===== config.mk =====
export PLATFORM = sky130hd
export DESIGN_NAME = http_chunked_body_decoder_core_flat
export DESIGN_NICKNAME = d
export VERILOG_FILES = /design/src/sv/hcbd_pkg.sv /design/src/sv/hcbd_if.sv /design/src/sv/http_chunked_body_decoder_core.sv /design/src/flat_wrapper.sv
export SDC_FILE = /design/constraint.sdc
export NUM_CORES = 1
export LEC_CHECK = 0
export ABC_CLOCK_PERIOD_IN_PS = 7750
export BUFFER_PORTS_ARGS = -buffer_cell sky130_fd_sc_hd__buf_4
export CORE_ASPECT_RATIO = 1.1
export CORE_MARGIN = 2
export CORE_UTILIZATION = 40
export CTS_CLUSTER_DIAMETER = 60
export CTS_CLUSTER_SIZE = 25
export DETAILED_ROUTE_END_ITERATION = 8
export PLACE_DENSITY_LB_ADDON = 0.25
export SYNTH_ARGS = -nofsm -noshare
export SYNTH_HDL_FRONTEND = slang
export SYNTH_SLANG_ARGS = --single-unit

===== constraint.sdc =====
create_clock -name clk -period 7.75 [get_ports clk]
set_input_delay 2.325 -clock clk [delete_from_list [all_inputs] [get_ports clk]]
set_output_delay 2.325 -clock clk [all_outputs]
set_load 0.05 [all_outputs]

===== src/sv/hcbd_pkg.sv =====
package hcbd_pkg;

  localparam int COUNT_BITS = 32;
  localparam int BODY_BITS  = 32;

  localparam logic [7:0] BYTE_CR = 8'h0d;
  localparam logic [7:0] BYTE_LF = 8'h0a;

  localparam logic [BODY_BITS-1:0] MAX_BODY_RESET = BODY_BITS'(1048576);

  typedef logic [7:0]            byte_t;
  typedef logic [COUNT_BITS-1:0] count_t;
  typedef logic [BODY_BITS-1:0]  body_t;

  typedef enum logic [1:0] {
    ST_RUN   = 2'd0,
    ST_DONE  = 2'd1,
    ST_ERROR = 2'd2
  } status_t;

  typedef enum logic [6:0] {
    PH_SIZE    = 7'b0000001,
    PH_SIZE_LF = 7'b0000010,
    PH_DATA    = 7'b0000100,
    PH_DATA_CR = 7'b0001000,
    PH_DATA_LF = 7'b0010000,
    PH_DONE    = 7'b0100000,
    PH_ERROR   = 7'b1000000
  } phase_t;

  typedef struct packed {
    logic       ok;
    logic [3:0] value;
  } hex_t;

  function automatic hex_t hex_decode(input byte_t c);
    hex_t r;
    r.ok    = 1'b1;
    r.value = 4'd0;
    if (c inside {[8'h30:8'h39]}) begin
      r.value = 4'(c - 8'h30);
    end else if (c inside {[8'h61:8'h66]}) begin
      r.value = 4'(c - 8'h57);
    end else if (c inside {[8'h41:8'h46]}) begin
      r.value = 4'(c - 8'h37);
    end else begin
      r.ok = 1'b0;
    end
    return r;
  endfunction

endpackage


===== src/sv/hcbd_if.sv =====
interface hcbd_in_if import hcbd_pkg::*; ();
  logic  valid;
  logic  ready;
  byte_t data_byte;
  logic  start_of_body;

  modport source (output valid, data_byte, start_of_body, input ready);
  modport sink   (input valid, data_byte, start_of_body, output ready);
endinterface

interface hcbd_out_if import hcbd_pkg::*; ();
  logic       valid;
  logic       ready;
  byte_t      payload_byte;
  logic       payload_valid;
  logic [1:0] decode_status;

  modport source (output valid, payload_byte, payload_valid, decode_status, input ready);
  modport sink   (input valid, payload_byte, payload_valid, decode_status, output ready);
endinterface

interface hcbd_cfg_if import hcbd_pkg::*; ();
  logic  valid;
  logic  ready;
  body_t data;

  modport source (output valid, data, input ready);
  modport sink   (input valid, data, output ready);
endinterface


===== src/sv/http_chunked_body_decoder_core.sv =====
// channel     dir   payload
// body_in     in    data_byte[7:0], start_of_body
// result_out  out   payload_byte[7:0], payload_valid, decode_status[1:0]
// cfg         in    data[31:0] -> max_body_bytes
//
// One result per request; a request is taken every cycle while body_in.ready
// is high, its result registered for the next cycle (single result register).
// body_in.ready drops only while the result register is full and unclaimed.
// rst (synchronous) clears parse state and loads max_body_bytes = 1 MiB.
// cfg is always ready.
module http_chunked_body_decoder_core import hcbd_pkg::*; (
  input  logic       clk,
  input  logic       rst,
  hcbd_in_if.sink    body_in,
  hcbd_out_if.source result_out,
  hcbd_cfg_if.sink   cfg
);

  body_t  max_body_bytes;
  phase_t phase, phase_next;
  count_t chunk_remaining, chunk_remaining_next;
  logic   size_line_empty, size_line_empty_next;
  body_t  body_count, body_count_next;

  logic  out_valid;
  byte_t out_byte;
  logic  out_pvalid;
  status_t out_status;

  phase_t ph_cur;
  count_t rem_cur, rem_dec;
  logic   empty_cur;
  body_t  cnt_cur;
  hex_t   hx;
  logic   res_pvalid;
  byte_t  res_byte;
  status_t res_status;
  logic   accept;

  assign cfg.ready     = 1'b1;
  assign body_in.ready = !out_valid || result_out.ready;
  assign accept        = body_in.valid && body_in.ready;

  always_comb begin
    ph_cur    = phase;
    rem_cur   = chunk_remaining;
    empty_cur = size_line_empty;
    cnt_cur   = body_count;
    if (body_in.start_of_body) begin
      ph_cur    = PH_SIZE;
      rem_cur   = '0;
      empty_cur = 1'b1;
      cnt_cur   = '0;
    end

    phase_next           = ph_cur;
    chunk_remaining_next = rem_cur;
    size_line_empty_next = empty_cur;
    body_count_next      = cnt_cur;
    res_pvalid           = 1'b0;
    res_byte             = '0;
    hx                   = hex_decode(body_in.data_byte);
    rem_dec              = rem_cur - count_t'(1);

    case (ph_cur)
      PH_SIZE: begin
        if (body_in.data_byte == BYTE_CR) begin
          phase_next = PH_SIZE_LF;
        end else if (!hx.ok || rem_cur[COUNT_BITS-1 -: 4] != 4'd0) begin
          phase_next = PH_ERROR;
        end else begin
          chunk_remaining_next = {rem_cur[COUNT_BITS-5:0], hx.value};
          size_line_empty_next = 1'b0;
        end
      end
      PH_SIZE_LF: begin
        if (body_in.data_byte != BYTE_LF) begin
          phase_next = PH_ERROR;
        end else if (empty_cur || rem_cur == '0) begin
          phase_next = PH_DONE;
        end else begin
          phase_next = PH_DATA;
        end
      end
      PH_DATA: begin
        if (cnt_cur >= max_body_bytes) begin
          phase_next = PH_ERROR;
        end else begin
          res_pvalid           = 1'b1;
          res_byte             = body_in.data_byte;
          body_count_next      = cnt_cur + body_t'(1);
          chunk_remaining_next = rem_dec;
          if (rem_dec == '0) begin
            phase_next = PH_DATA_CR;
          end
        end
      end
      PH_DATA_CR: begin
        phase_next = (body_in.data_byte == BYTE_CR) ? PH_DATA_LF : PH_ERROR;
      end
      PH_DATA_LF: begin
        if (body_in.data_byte == BYTE_LF) begin
          phase_next           = PH_SIZE;
          chunk_remaining_next = '0;
          size_line_empty_next = 1'b1;
        end else begin
          phase_next = PH_ERROR;
        end
      end
      PH_DONE: begin
      end
      default: begin
        phase_next = PH_ERROR;
      end
    endcase

    case (phase_next)
      PH_DONE:  res_status = ST_DONE;
      PH_ERROR: res_status = ST_ERROR;
      default:  res_status = ST_RUN;
    endcase
  end

  always_ff @(posedge clk) begin
    if (rst) begin
      max_body_bytes <= MAX_BODY_RESET;
    end else if (cfg.valid && cfg.ready) begin
      max_body_bytes <= cfg.data;
    end
  end

  always_ff @(posedge clk) begin
    if (rst) begin
      phase           <= PH_SIZE;
      chunk_remaining <= '0;
      size_line_empty <= 1'b1;
      body_count      <= '0;
    end else if (accept) begin
      phase           <= phase_next;
      chunk_remaining <= chunk_remaining_next;
      size_line_empty <= size_line_empty_next;
      body_count      <= body_count_next;
    end
  end

  always_ff @(posedge clk) begin
    if (rst) begin
      out_valid <= 1'b0;
    end else if (accept) begin
      out_valid <= 1'b1;
    end else if (result_out.ready) begin
      out_valid <= 1'b0;
    end
  end

  always_ff @(posedge clk) begin
    if (accept) begin
      out_byte   <= res_byte;
      out_pvalid <= res_pvalid;
      out_status <= res_status;
    end
  end

  assign result_out.valid         = out_valid;
  assign result_out.payload_byte  = out_byte;
  assign result_out.payload_valid = out_pvalid;
  assign result_out.decode_status = out_status;

`ifndef SYNTHESIS
  // a passed data byte never finishes or fails the body
  a_payload_in_progress: assert property (@(posedge clk) disable iff (rst)
    result_out.valid && result_out.payload_valid |-> result_out.decode_status == ST_RUN)
    else $error("payload byte with terminal status");

  // non-payload results carry a zero byte
  a_idle_byte_zero: assert property (@(posedge clk) disable iff (rst)
    result_out.valid && !result_out.payload_valid |-> result_out.payload_byte == '0)
    else $error("nonzero byte on non-payload result");

  // apart from the start_of_body reset, body count moves by at most one per request, and only on a payload byte
  a_count_step: assert property (@(posedge clk) disable iff (rst)
    accept && !body_in.start_of_body && !res_pvalid |=> $stable(body_count))
    else $error("body count changed without payload");
`endif

endmodule

===== src/flat_wrapper.sv =====
// flat-port wrapper written by rule: the top's interface ports become plain ports
module http_chunked_body_decoder_core_flat import hcbd_pkg::*;
  (clk, rst, body_in_valid, body_in_data_byte, body_in_start_of_body, body_in_ready, result_out_valid, result_out_payload_byte, result_out_payload_valid, result_out_decode_status, result_out_ready, cfg_valid, cfg_data, cfg_ready);
  hcbd_in_if body_in_i ();
  hcbd_out_if result_out_i ();
  hcbd_cfg_if cfg_i ();
  input  logic clk;
  input  logic rst;
  input wire logic [$bits(body_in_i.valid)-1:0] body_in_valid;
  input wire logic [$bits(body_in_i.data_byte)-1:0] body_in_data_byte;
  input wire logic [$bits(body_in_i.start_of_body)-1:0] body_in_start_of_body;
  output wire logic [$bits(body_in_i.ready)-1:0] body_in_ready;
  output wire logic [$bits(result_out_i.valid)-1:0] result_out_valid;
  output wire logic [$bits(result_out_i.payload_byte)-1:0] result_out_payload_byte;
  output wire logic [$bits(result_out_i.payload_valid)-1:0] result_out_payload_valid;
  output wire logic [$bits(result_out_i.decode_status)-1:0] result_out_decode_status;
  input wire logic [$bits(result_out_i.ready)-1:0] result_out_ready;
  input wire logic [$bits(cfg_i.valid)-1:0] cfg_valid;
  input wire logic [$bits(cfg_i.data)-1:0] cfg_data;
  output wire logic [$bits(cfg_i.ready)-1:0] cfg_ready;
  assign body_in_i.valid = body_in_valid;
  assign body_in_i.data_byte = body_in_data_byte;
  assign body_in_i.start_of_body = body_in_start_of_body;
  assign body_in_ready = body_in_i.ready;
  assign result_out_valid = result_out_i.valid;
  assign result_out_payload_byte = result_out_i.payload_byte;
  assign result_out_payload_valid = result_out_i.payload_valid;
  assign result_out_decode_status = result_out_i.decode_status;
  assign result_out_i.ready = result_out_ready;
  assign cfg_i.valid = cfg_valid;
  assign cfg_i.data = cfg_data;
  assign cfg_ready = cfg_i.ready;
  http_chunked_body_decoder_core u_core (.clk(clk), .rst(rst), .body_in(body_in_i), .result_out(result_out_i), .cfg(cfg_i));
endmodule

# [Yosys cells after proc, flatten, opt, wreduce, memory -nomap -nowiden]
# Index checks and enable logic that the tools add are counted.
# Widths: inputs -> output; s select.
[totals] latchBits=0 mem_bits_rw=0 memories=0 register_bits=116 elab_cells=81 romBits=0
[classes] shifts=0 n_eq_ne=11 muxes=34 magnitude_cmp=7 bitwise_logic=1 n_mul=0 n_addsub=5 reduce_logical=14 div=0
[ops] cell="$mux 32" n=8
[ops] cell="$pmux 32 s3" n=1
[ops] cell="$logic_not 32->1" n=2
[ops] cell="$mux 7" n=8
[ops] cell="$pmux 7 s6" n=1
[ops] cell="$add 32x1->32 const B" n=1
[ops] cell="$ge 32x32->1" n=1
[ops] cell="$sub 32x1->32 const B" n=1
[ops] cell="$eq 8x4->1 const B" n=2
[ops] cell="$ge 8x7->1 const B" n=2
[ops] cell="$le 8x7->1 const B" n=2
[ops] cell="$eq 7x6->1 const B" n=2
[ops] cell="$mux 4" n=3
[ops] cell="$mux 1" n=10
[ops] cell="$ge 8x6->1 const B" n=1
[ops] cell="$le 8x6->1 const B" n=1
[ops] cell="$ne 8x4->1 const B" n=1
[ops] cell="$sub 4x3->4 const B" n=2
[ops] cell="$eq 7x1->1 const B" n=1
[ops] cell="$eq 7x2->1 const B" n=1
[ops] cell="$eq 7x3->1 const B" n=1
[ops] cell="$eq 7x4->1 const B" n=1
[ops] cell="$eq 7x5->1 const B" n=1
[ops] cell="$eq 7x7->1 const B" n=1
[ops] cell="other kinds (11)" n=17

# [Longest topological paths before layout]
# Gate-level depths: netlist of the first run.
[depth] word_depth=12 mapped_depth=18 mapped_depth_nobuf=11

# [Worst setup path after synthesis of the first run]
# OpenSTA, ideal clock, no wires.
[synth_path] path_kind="input-to-reg" from="in body_in_start_of_body" to="reg u_core.out_byte[2], in the netlist u_core.result_out.payload_byte[2] (data pin)" path_slack_ps=1197 t_arrival_ps=6298 path_stages=17 t_required_ps=7495 setup_time_ps=255 cell_sequence="clkbuf_1 clkbuf_1 clkbuf_1 clkbuf_1 clkbuf_1 clkbuf_1 nor2b_1 ha_1 nand4_1 or4_1 nor2_1 o311ai_0 nand3_1 inv_1 clkbuf_1 clkbuf_1 and2_1"
[synth_between] elab_chain_len=4 elab_cells_between_ends=6
[synth_rtl] item="start, declared" line_no="flat_wrapper.sv:11" rtl="input wire logic [$bits(body_in_i.start_of_body)-1:0] body_in_start_of_body;"
[synth_rtl] item="branches (longest 3 deep; another with $ge 32x32->1)"
[synth_rtl] item="$reduce_or 2->1 (no source line) *"
[synth_rtl] item="end signal, assigned" line_no="http_chunked_body_decoder_core.sv:158" rtl="out_byte <= res_byte;"
[synth_rtl] item="end, declared" line_no="http_chunked_body_decoder_core.sv:26" rtl="byte_t out_byte;"
# Mark *: on every way between the ends.
# A chain may end at the register's enable or synchronous reset.

# [Final worst setup path of the first run]
[layout_path] from="in body_in_start_of_body" to="reg u_core.phase[3]"
[layout_between] elab_chain_len=6 elab_cells_between_ends=19
[layout_rtl] item="$mux 32" line_no="http_chunked_body_decoder_core.sv:49" rtl="if (body_in.start_of_body) begin"
[layout_rtl] item="$sub 32x1->32 / $reduce_bool 4->1 (equally long branches)" line_no="http_chunked_body_decoder_core.sv:63, http_chunked_body_decoder_core.sv:69"
[layout_rtl] item="$logic_not 32->1 / $logic_or 1x1->1 (equally long branches)" line_no="http_chunked_body_decoder_core.sv:93, http_chunked_body_decoder_core.sv:69"
[layout_rtl] item="$mux 7 (on tied branches)" line_no="http_chunked_body_decoder_core.sv:93, http_chunked_body_decoder_core.sv:69"
[layout_rtl] item="$mux 7 (on tied branches)" line_no="http_chunked_body_decoder_core.sv:86, http_chunked_body_decoder_core.sv:67"
[layout_rtl] item="$pmux 7 s6 *" line_no="http_chunked_body_decoder_core.sv:65" rtl="case (ph_cur)"
[layout_rtl] item="end signal, assigned" line_no="http_chunked_body_decoder_core.sv:139" rtl="phase <= phase_next;"
[layout_rtl] item="end, declared" line_no="http_chunked_body_decoder_core.sv:20" rtl="phase_t phase, phase_next;"
# Mark *: on every way between the ends. The rest lies on a longest branch, timed or not.

==> summary.md, run 1 <==
| Metric | Value |
|---|---|
| Clk slew on worst S/H paths | `60 ps` |
| Core area | `0.01916 mm^2` |
| Ports | `60` |
| Largest net degree at the start of global routing | `64` |
| Dpl cell area | `0.008392 mm^2` |
| Power Dens Cells | `182.0 mW/mm^2` |
| Final Setup Violations | `0` |
| Nets | `1094` |
| Final period util | `0.7610` |
| EDFF count, synth | `11` |
| Clk Latency, worst-skew pair | `430 ps` |
| Slowest stage delay, CP | `530 ps` |
| Register area share after synthesis | `0.3101` |
| Actual slew at the worst max-slew pin | `964.3 ps` |
| CTS Hold Bufs | `0` |
| Ant diodes | `0` |
| WL per Instance | `17.59 um` |
| TritonCTS Buffers | `17` |
| Max Freq | `0.1696 GHz` |
| Worst vdd ir | `0.0001507 V` |
| Yosys warning count | `0` |
| Die Ht | `150.9 um` |
| Initial antenna violation count | `0` |
| Initial Util | `0.4092` |
| Final Hold Fails | `0` |
| Crit-path cells | `buf_4 -> inv_1 -> nand2_1 -> ha_1 -> or4b_1 -> or4_4 -> or4_4 -> a2111oi_4 -> nand4_1 -> or3_1 -> o21ai_1` |
| Worst EP required | `8110 ps` |
| Via density | `5.991` |
| Critical Path Fanout Max | `63` |
| DRT iter0 DRCs | `578` |
| Critical path type | `in2reg` |
| Die area | `0.02074 mm^2` |
| CP startpoint kind | `input pin` |
| #FFs+latches synth | `116` |
| Postcts setup bufs | `0` |
| Grt ovf | `0` |
| Most common flop cell mapped by yosys | `dfxtp_1` |
| Max-cap violations | `0` |
| Number of buffers and inverters on the critical path | `2` |
| Setup crit end kind | `register` |
| Status | `complete, no violations` |
| Drt drc | `0` |
| Area grow syn2layout | `14.49%` |
| Root buffer cell | `clkbuf_16` |
| Routed Antenna Nets | `0` |
| Relative slew slack | `0.3522` |
| # port buffers | `58` |
| Crit-path leading delay family | `simple AND/OR/NAND/NOR gates` |
| CTS resizes | `0` |
| Clock Sinks | `116` |
| Fillers | `1902` |
| First-pass GRT wire length | `37080 um` |
| Post-route minimum period | `5898 ps` |
| Post-synthesis cell count | `991` |
| Gr usage total | `0.2264` |
| Synth Cell Area | `0.007843 mm^2` |
| Die Wd | `137.5 um` |
| Total iterations of the first detailed-routing run | `6` |
| Worst path slowest cell | `buf_4` |
| RSZ-0062 raised after global routing | `no` |
| Largest cells by area after synthesis | `dfxtp_1, ha_1, mux2i_1` |
| Design Power | `1.634 mW` |
| Gp weighted congestion | `0.9028` |
| Share of cells above drive strength 1 | `0.1174` |
| Async S/R FF share, synth | `0` |
| Share of the synthesized area in the top cell type | `0.2680` |
| Min-Delay Path Class | `reg2reg` |
| Worst path most repeated cell | `or4_4` |
| Fin util | `0.4685` |
| Syn_nets | `1076` |
| Post-DP HPWL | `15270 um` |
| Final Cell Area | `0.008979 mm^2` |
| Row count | `53` |
| Leakage | `3.802 nW` |
| Vias | `7602` |
| Setup TNS | `0 ps` |
| CTS tree | `done` |
| CTS H-Tree Depth | `4` |
| Clk_skew | `8.980 ps` |
| Total wire length | `22330 um` |
| Final Max Slew Viols | `0` |
| Arr. time, crit path | `6260 ps` |
| Yosys cell types | `77` |
| Avg Cell Area, Syn | `7.914 um^2` |
| Vias in the first global route | `7206` |
| Max Root-Sink Buffers | `2` |
| Largest area contributor in the netlist | `dfxtp_1` |
==> final cells by class <==
| class | count | area, um^2 | share of cell area |
|---|---|---|---|
| Multi-Input combinational cell | 748 | 4907 | 0.5465 |
| Sequential cell | 116 | 2432 | 0.2709 |
| Tap cell | 247 | 309.0 | 0.03442 |
| Timing Repair Buffer | 72 | 540.5 | 0.06020 |
| Clock buffer | 19 | 454.2 | 0.05059 |
| Inverter | 54 | 202.7 | 0.02258 |
| Clock inverter | 13 | 132.6 | 0.01477 |
==> per-stage QoR <==
stage          setup WS [ps]  hold WS (ps)  cells
3_5_place_dp            1469         461.2   1237
6_report                1852         464.2   1269
5_1_grt                 1530         505.0   1269
4_1_cts                 1904         468.9   1269
2_1_floorplan           1197         445.1    991
3_3_place_gp            1498         452.9   1237
==> path summary, 6_finish.rpt <==
check | from | endpoint | slack [ps] | cells after the start
max | body_in_start_of_body | u_core.phase[3] | 1850 | 11
min | u_core.body_count[0] | u_core.body_count[0] | 460 | 2
max reg2reg | u_core.body_count[14] | u_core.body_count[29] | 3960 | 10
min reg2reg | u_core.body_count[0] | u_core.body_count[0] | 460 | 2
==> where the power goes <==
| part | total, mW | internal (mW) | switching (mW) | leakage (nW) |
|---|---|---|---|---|
| Clock | 0.791 | 0.489 | 0.302 | 0.276 |
| Sequential | 0.631 | 0.621 | 0.00983 | 0.964 |
| Combinational | 0.212 | 0.0784 | 0.134 | 2.56 |
| Total | 1.63 | 1.19 | 0.445 | 3.80 |
==> layer usage <==
metal | global-route usage | wire length, um | up-vias
met5 | 0 | 0 | -
met4 | 0.09948 | 580 | 0
met3 | 0.04284 | 1293 | 50
met2 | 0.3629 | 10440 | 274
met1 | 0.2959 | 10010 | 3562
li1 | - | - | 3716
==> worst register-to-register path, stage by stage (launching register included) <==
cell,delay (ps)
dfxtp_1,390
nor2b_1,270
ha_1,290
nand2_1,60
o21ai_0,110
a2111o_1,420
o311ai_0,630
nand3_1,540
buf_4,390
nor3_1,220
mux2_2,350
==> registers in the layout (all words and copies together), names as in the netlist <==
signal                           cells
u_core.result_out.valid              1
u_core.max_body_bytes               32
u_core.chunk_remaining              32
u_core.result_out.payload_byte       8
u_core.result_out.payload_valid      1
u_core.result_out.decode_status      2
u_core.body_count                   32
u_core.size_line_empty               1
u_core.phase                         7
==> synth_stat cells, drive strengths merged, types with 9 or more instances <==
cell	n
a31oi	13
ha	39
and2	9
nor2	100
and3	16
inv	53
nand3	33
nor4	22
a21oi	55
nand2	83
nor3	27
o21ai	35
dfxtp	105
a21o	13
edfxtp	11
a221o	18
nor2b	36
or3	10
or4	15
o211ai	13
nand4	31
buf	13
mux2i	43
clkbuf	60
==> kinds of logic after synthesis <==
family,count (synthesis),synth area share
AOI/OAI and AO/OA,235,0.2149
and+or+nand+nor,413,0.2730
buffers and inverters,127,0.06413
adders and majority gates,39,0.06222
muxes,47,0.06062
xor gates and xnor gates,13,0.01452
DFF,116,0.3101
other,1,0.0004782
==> layout by cell type, fill, tap and decap left out, types with 5 or more instances in the layout <==
master / instances
and3_1: 16
a21o_1: 13
xor2_1: 5
and4_1: 5
o22ai_1: 5
dfxtp_1: 105
mux2i_1: 43
nand2_1: 83
clkinvlp_4: 5
o31ai_1: 7
a221o_1: 18
o21ai_0: 33
o211ai_1: 13
a211oi_1: 6
or4_1: 11
a2111o_1: 6
nor4_1: 22
buf_4: 72
clkbuf_16: 18
or3_1: 10
nand4_1: 31
inv_1: 53
o311ai_0: 6
a21oi_1: 55
edfxtp_1: 11
a31oi_1: 13
o2111ai_1: 6
nor3_1: 27
xnor2_1: 8
nor2b_1: 36
nand2b_1: 5
nand3_1: 33
ha_1: 39
nor2_1: 100
and2_1: 9
No activity file was read; power rests on OpenSTA's default activity.
==> inputs of run 2 (changes only) <==
--- a/config.mk
+++ b/config.mk
@@ -5,7 +5,8 @@
 export SDC_FILE = /design/constraint.sdc
 export NUM_CORES = 1
 export LEC_CHECK = 0
-export ABC_CLOCK_PERIOD_IN_PS = 7750
+export ABC_AREA = 1
+export ABC_CLOCK_PERIOD_IN_PS = 6150
 export BUFFER_PORTS_ARGS = -buffer_cell sky130_fd_sc_hd__buf_4
 export CORE_ASPECT_RATIO = 1.1
 export CORE_MARGIN = 2
==> constraint.sdc (replaced) <==
create_clock -name clk -period 6.15 [get_ports clk]
set_input_delay 1.845 -clock clk [delete_from_list [all_inputs] [get_ports clk]]
set_output_delay 1.845 -clock clk [all_outputs]
set_load 0.05 [all_outputs]
==> run 2 against run 1 <==
  * Register-to-register slack worse by 830 ps
  * Setup slack worse by 230 ps
  * Clock power grew 33%
  * First-iteration DRC count grew 9.3%
  * Critical path depth increased by 5
  * Die area grew 17%
  * Final cell count increased by 44%
  * Routed wire length up 22%
  * Total power rose by 44%
==> summary.md, run 2 <==
| Metric | Value |
|---|---|
| Status | `complete, no violations` |
| Placement Setup Slack | `1255 ps (-214.6 ps)` |
| Clk slew on worst S/H paths | `60 ps (about the same)` |
| Crit-path leading delay family | `simple AND/OR/NAND/NOR gates` |
| Setup TNS | `0 ps (unchanged)` |
| Dpl cell area | `0.009739 mm^2 (+16%)` |
| Actual slew at the worst max-slew pin | `942.0 ps (-22.30 ps)` |
| Critical path type | `in2reg` |
| Worst path most repeated cell | `nand2_1` |
| Ant diodes | `0 (unchanged)` |
| Fin util | `0.4562 (-0.01235)` |
| Die Wd | `148.4 um (+7.9%)` |
| Most frequent cells in the layout | `nand2_1, nor2_1, inv_1` |
| Clk Latency, worst-skew pair | `430 ps (about the same)` |
| Slowest stage delay, CP | `470 ps (-60 ps)` |
| CTS tree | `done` |
| # port buffers | `58 (unchanged)` |
| Via density | `5.164 (-14%)` |
| Synth cell count leaders | `nand2_1, nor2_1, inv_1` |
| Nets | `1602 (+46%)` |
| Worst path slowest cell | `buf_4` |
| Yosys cell types | `53 (-31%)` |
| Non-filler cells, final | `1830 (+44%)` |
| Max-cap violations | `0 (unchanged)` |
| Root buffer cell | `clkbuf_16` |
| First-pass GRT wire length | `44340 um (+20%)` |
| Largest net degree at the start of global routing | `63 (-1.6%)` |
| Postcts setup bufs | `0 (unchanged)` |
| Worst EP required | `6520 ps (-1590 ps)` |
| Top flop regs | `u_core.body_count: 32 flops, u_core.chunk_remaining: 32 flops, u_core.max_body_bytes: 32 flops` |
| Min Hold Slack | `462.4 ps (-1.833 ps)` |
| Final Hold Fails | `0 (unchanged)` |
| Vias in the first global route | `8975 (+25%)` |
| Total wire length | `27290 um (+22%)` |
| Crit-path cells | `buf_4 -> inv_2 -> nand2_1 -> inv_1 -> ha_1 -> nand2_1 -> nor2_1 -> and2_1 -> and3_1 -> nand2_1 -> nand4_4 -> nor2_4 -> nand2_1 -> o21ai_0 -> inv_1 -> nor2_1` |
| Fillers | `2390 (+26%)` |
| Gp weighted congestion | `0.9523 (+5.5%)` |
| Multi-input logic area | `0.005749 mm^2 (+17%)` |
| Ports | `60 (unchanged)` |
| Final Setup Violations | `0 (unchanged)` |
| Number of buffers and inverters on the critical path | `4 (+2)` |
| Critical Path Fanout Max | `39 (-38%)` |
| Final period util | `0.7369` |
| Design Power | `2.352 mW (+44%)` |
| Clk_skew | `8.923 ps (-0.05751 ps)` |
| Max Root-Sink Buffers | `2 (unchanged)` |
| Reg area | `0.002432 mm^2 (unchanged)` |
| Setup crit end kind | `register` |
| #FFs+latches synth | `116 (unchanged)` |
| Routed Antenna Nets | `0 (unchanged)` |
| TritonCTS Buffers | `17 (unchanged)` |
| Drt drc | `0 (unchanged)` |
| RSZ-0062 raised after global routing | `no` |
| Row count | `58 (+9.4%)` |
| Largest cells by area after synthesis | `dfxtp_1, nand2_1, nor2_1` |
| Relative slew slack | `0.3711 (+0.01890)` |
| Post-DP HPWL | `19910 um (+30%)` |
| EDFF count, synth | `11 (unchanged)` |
| CTS H-Tree Depth | `4 (unchanged)` |
| Commonest non-fill, non-tap cell in the layout | `nand2_1` |
| DRT iter0 DRCs | `632 (+9.3%)` |
| Final worst setup slack | `1618 ps (-234.1 ps)` |
| Yosys warning count | `0 (unchanged)` |
| Async S/R FF share, synth | `0 (unchanged)` |
| Share of cells above drive strength 1 | `0.1261 (+0.008727)` |
| Die area | `0.02417 mm^2 (+17%)` |
| Min-Delay Path Class | `reg2reg` |
| Register area share after synthesis | `0.2651 (-0.04504)` |
| Vias | `9451 (+24%)` |
| Final Cell Area | `0.01036 mm^2 (+15%)` |
| CP startpoint kind | `input pin` |
| Leakage | `4.660 nW (+23%)` |
| Worst vdd ir | `0.0001565 V (+3.9%)` |
| Most frequent cell after synthesis | `nand2_1` |
| Max Freq | `0.2207 GHz` |
| Clock Sinks | `116 (unchanged)` |
| Post-synthesis cell count | `1485 (+50%)` |
| Final Max Slew Viols | `0 (unchanged)` |
| Initial Util | `0.4039 (-0.005286)` |
| Initial antenna violation count | `0 (unchanged)` |
| Total iterations of the first detailed-routing run | `5 (-1)` |
| Syn_nets | `1570 (+46%)` |
| Grt ovf | `0 (unchanged)` |
| Most common flop cell mapped by yosys | `dfxtp_1` |
| Power Dens Cells | `227.0 mW/mm^2 (+25%)` |
| Gr usage total | `0.2286 (+0.002230)` |
| Die Ht | `162.8 um (+7.9%)` |
| Synth Cell Area | `0.009175 mm^2 (+17%)` |
| Area grow syn2layout | `12.93%` |
| CTS resizes | `0 (unchanged)` |
| Core area | `0.02271 mm^2 (+19%)` |
| DP Cell Count | `1798 (+45%)` |
| Largest area contributor in the netlist | `dfxtp_1` |
| Post-route minimum period | `4532 ps` |
| CTS Hold Bufs | `0 (unchanged)` |
| Arr. time, crit path | `4900 ps (-1360 ps)` |
| Share of the synthesized area in the top cell type | `0.2291 (-0.03893)` |
| WL per Instance | `14.91 um (-15%)` |
| Avg Cell Area, Syn | `6.178 um^2 (-22%)` |
[run 2: routing by layer]
layer / share of wire / up-vias / track usage
met1: 0.43 / 4267 / 0.2777
li1: - / 4851 / -
met3: 0.048 / 65 / 0.03277
met5: 0 / - / 0
met4: 0.037 / 0 / 0.1052
met2: 0.48 / 268 / 0.3988
[run 2: cell families (layout without fill, tap and decap cells)]
logic type               count (synthesis)  after routing  synth area share
AND/OR/NAND/NOR                        792            792            0.3847
flip-flops                             116            116            0.2651
XOR/XNOR                                17             17           0.01623
adder cells (fa/ha/maj)                 39             39           0.05318
other                                    1              1         0.0004087
AO/OA/AOI/OAI                          285            285            0.1721
buffers and inverters                  235            280            0.1083
[run 2: final cells by class]
type                            count  area share
Clock buffer                       20     0.04613
Clock inverter                     12     0.01389
Inverter                          181     0.06557
Multi-Input combinational cell   1134      0.5549
Sequential cell                   116      0.2348
Tap cell                          300     0.03623
Timing Repair Buffer               67     0.04854
[run 2: where the power goes]
part / internal, mW / total, mW / switching, mW
clock: 0.648 / 1.05 / 0.404
sequential: 0.798 / 0.820 / 0.0218
combinational: 0.150 / 0.480 / 0.331
[run 2: final timing paths]
kind / to / from / slack, ps / cells past startpoint
worst max-delay path: u_core.body_count[10] / body_in_start_of_body / 1620 / 16
worst min-delay path: u_core.max_body_bytes[10] / u_core.max_body_bytes[10] / 460 / 2
worst max register to register: u_core.body_count[10] / u_core.phase[6] / 3130 / 9
worst min register to register: u_core.max_body_bytes[10] / u_core.max_body_bytes[10] / 460 / 2
[run 2: worst register-to-register path, cell delays in order, from the launching register on]
cell and delay [ps]:
dfxtp_1 350, nor3_4 310, nand4_4 450, inv_2 490, nand4_4 360, nor2_4 460, nand2_1 190, o21ai_0 210
inv_1 60, nor2_1 80
==> inputs of run 3 (changes only) <==
--- a/config.mk
+++ b/config.mk
@@ -6,7 +6,7 @@
 export NUM_CORES = 1
 export LEC_CHECK = 0
 export ABC_AREA = 1
-export ABC_CLOCK_PERIOD_IN_PS = 6150
+export ABC_CLOCK_PERIOD_IN_PS = 4400
 export BUFFER_PORTS_ARGS = -buffer_cell sky130_fd_sc_hd__buf_4
 export CORE_ASPECT_RATIO = 1.1
 export CORE_MARGIN = 2
==> constraint.sdc (replaced) <==
create_clock -name clk -period 4.4 [get_ports clk]
set_input_delay 1.32 -clock clk [delete_from_list [all_inputs] [get_ports clk]]
set_output_delay 1.32 -clock clk [all_outputs]
set_load 0.05 [all_outputs]
==> run 3 against run 2 <==
  * Final cell count grew 0.44%
  * Sequential share of layout area fell by 0.27 points
  * Combinational power is 43% higher
  * Critical endpoint is now u_core.body_count[11]
  * Register-to-register slack worse by 1600 ps
  * Clock power increased by 43%
  * Design area up 1.1%
  * Largest cell class unchanged
  * Flip-flop and latch count stayed put
  * Largest power group unchanged
==> summary.md, run 3 (synthesized netlist as in run 2, its figures left out) <==
| Metric | Value |
|---|---|
| Drt drc | `0 (unchanged)` |
| Design Power | `3.333 mW (+42%)` |
| Final Setup Violations | `0 (unchanged)` |
| Nets | `1610 (+0.50%)` |
| Vias | `9553 (+1.1%)` |
| Final Max Slew Viols | `0 (unchanged)` |
| Most frequent cells in the layout | `nand2_1, nor2_1, inv_1` |
| Setup crit start | `body_in_start_of_body` |
| TritonCTS Buffers | `17 (unchanged)` |
| Actual slew at the worst max-slew pin | `706.9 ps (-235.1 ps)` |
| Relative slew slack | `0.5282 (+0.1571)` |
| Share of cells above drive strength 1 | `0.1300 (+0.003895)` |
| Min Hold Slack | `462.6 ps (+0.2500 ps)` |
| Worst vdd ir | `0.0002370 V (+51%)` |
| CTS resizes | `0 (unchanged)` |
| WHS Path Cells | `2 (unchanged)` |
| Die area | `0.02417 mm^2 (unchanged)` |
| Clock Sinks | `116 (unchanged)` |
| Clk_skew | `8.628 ps (-0.2950 ps)` |
| CTS Hold Bufs | `0 (unchanged)` |
| Critical Path Sink | `u_core.body_count[11]` |
| Final period util | `0.8322` |
| Max Root-Sink Buffers | `2 (unchanged)` |
| R2r setup slk | `1490 ps (-1640 ps)` |
| Top flop regs | `u_core.body_count: 32 flops, u_core.chunk_remaining: 32 flops, u_core.max_body_bytes: 32 flops` |
| DRT iter0 DRCs | `623 (-1.4%)` |
| Total iterations of the first detailed-routing run | `7 (+2)` |
| DP Cell Count | `1806 (+0.44%)` |
| Post-DP HPWL | `20920 um (+5.1%)` |
| Min-Delay Path Class | `reg2reg` |
| Initial Util | `0.4039 (unchanged)` |
| Ports | `60 (unchanged)` |
| FF-to-FF Start | `u_core.body_count[11]` |
| Clk slew on worst S/H paths | `60 ps (about the same)` |
| Placement Setup Slack | `330.4 ps (-924.2 ps)` |
| FF-to-FF path depth | `13 (+4)` |
| Ant diodes | `0 (unchanged)` |
| WL per Instance | `15.22 um (+2.1%)` |
| Critical path type | `in2reg` |
| Total wire length | `27970 um (+2.5%)` |
| First-pass GRT wire length | `45060 um (+1.6%)` |
| Die Ht | `162.8 um (unchanged)` |
| Power Dens Cells | `318.0 mW/mm^2 (+40%)` |
| Core area | `0.02271 mm^2 (unchanged)` |
| Leakage | `4.723 nW (+1.4%)` |
| Dpl cell area | `0.009849 mm^2 (+1.1%)` |
| Reg area | `0.002432 mm^2 (unchanged)` |
| Commonest non-fill, non-tap cell in the layout | `nand2_1` |
| Die Wd | `148.4 um (unchanged)` |
| Largest net degree at the start of global routing | `63 (unchanged)` |
| Final Cell Area | `0.01048 mm^2 (+1.1%)` |
| Final Hold Fails | `0 (unchanged)` |
| Arr. time, crit path | `4010 ps (-890 ps)` |
| Multi-input logic area | `0.005749 mm^2 (unchanged)` |
| # port buffers | `58 (unchanged)` |
| Critical Path Fanout Max | `16 (-59%)` |
| Fillers | `2402 (+0.50%)` |
| CTS H-Tree Depth | `4 (unchanged)` |
| Fin util | `0.4614 (+0.005233)` |
| Gp weighted congestion | `0.9686 (+1.7%)` |
| Setup crit end kind | `register` |
| Final worst setup slack | `738.3 ps (-879.9 ps)` |
| Status | `complete, no violations` |
| Initial antenna violation count | `0 (unchanged)` |
| Vias in the first global route | `8972 (-0.033%)` |
| Area grow syn2layout | `14.22%` |
| Post-route minimum period | `3662 ps` |
| Setup TNS | `0 ps (unchanged)` |
| Clk Latency, worst-skew pair | `430 ps (about the same)` |
| Reg-to-reg endpoint | `u_core.body_count[11]` |
| Grt ovf | `0 (unchanged)` |
| Root buffer cell | `clkbuf_16` |
| Via density | `5.197 (+0.64%)` |
| Row count | `58 (unchanged)` |
| Routed Antenna Nets | `0 (unchanged)` |
| CTS tree | `done` |
| CP startpoint kind | `input pin` |
| Worst EP required | `4750 ps (-1770 ps)` |
| Non-filler cells, final | `1838 (+0.44%)` |
| Max Freq | `0.2731 GHz` |
| Max-cap violations | `0 (unchanged)` |
| Gr usage total | `0.2336 (+0.005019)` |
| RSZ-0062 raised after global routing | `no` |
| Postcts setup bufs | `0 (unchanged)` |
[run 3: area by class of cell]
cell class	instances	share of cell area
multi-input combinational	1134	0.5486
sequential	116	0.2321
inverter	181	0.06483
timing repair buffer	75	0.05850
clock buffer	21	0.04596
tap	300	0.03582
clock inverter	11	0.01421
[run 3: where the power goes]
group,switching [mW],total [mW],internal [mW]
sequential,0.0310,1.15,1.12
clock,0.545,1.50,0.954
combinational,0.470,0.687,0.217
total,1.05,3.33,2.29
[run 3: layer usage]
metal,part of all wire,up-vias,global-route usage,routed length (um)
li1,-,4872,-,-
met1,0.42,4359,0.2800,11810
met2,0.49,247,0.4106,13780
met3,0.046,75,0.03922,1298
met4,0.039,0,0.1022,1086
met5,0,-,0,0
[run 3: how the worst min path moves through the flow]
stage,start,end,slack (ps)
2_1_floorplan,u_core.max_body_bytes[10],u_core.max_body_bytes[10],440
3_3_place_gp,u_core.body_count[1],u_core.body_count[1],450
3_5_place_dp,u_core.max_body_bytes[12],u_core.max_body_bytes[12],460
4_1_cts,u_core.max_body_bytes[12],u_core.max_body_bytes[12],470
5_1_grt,u_core.body_count[16],u_core.body_count[16],480
6_report,u_core.body_count[29],u_core.body_count[29],460
[run 3: worst max-delay path, stage by stage]
cell and delay [ps]:
buf_4 250, buf_4 290, nor2_1 100, ha_1 290, nand2_1 80, nor2_1 50, and2_1 170, and3_1 180
nand2_1 150, nand3_1 170, nor2_4 420, nand2_2 190, o21a_1 210, nor3_1 120
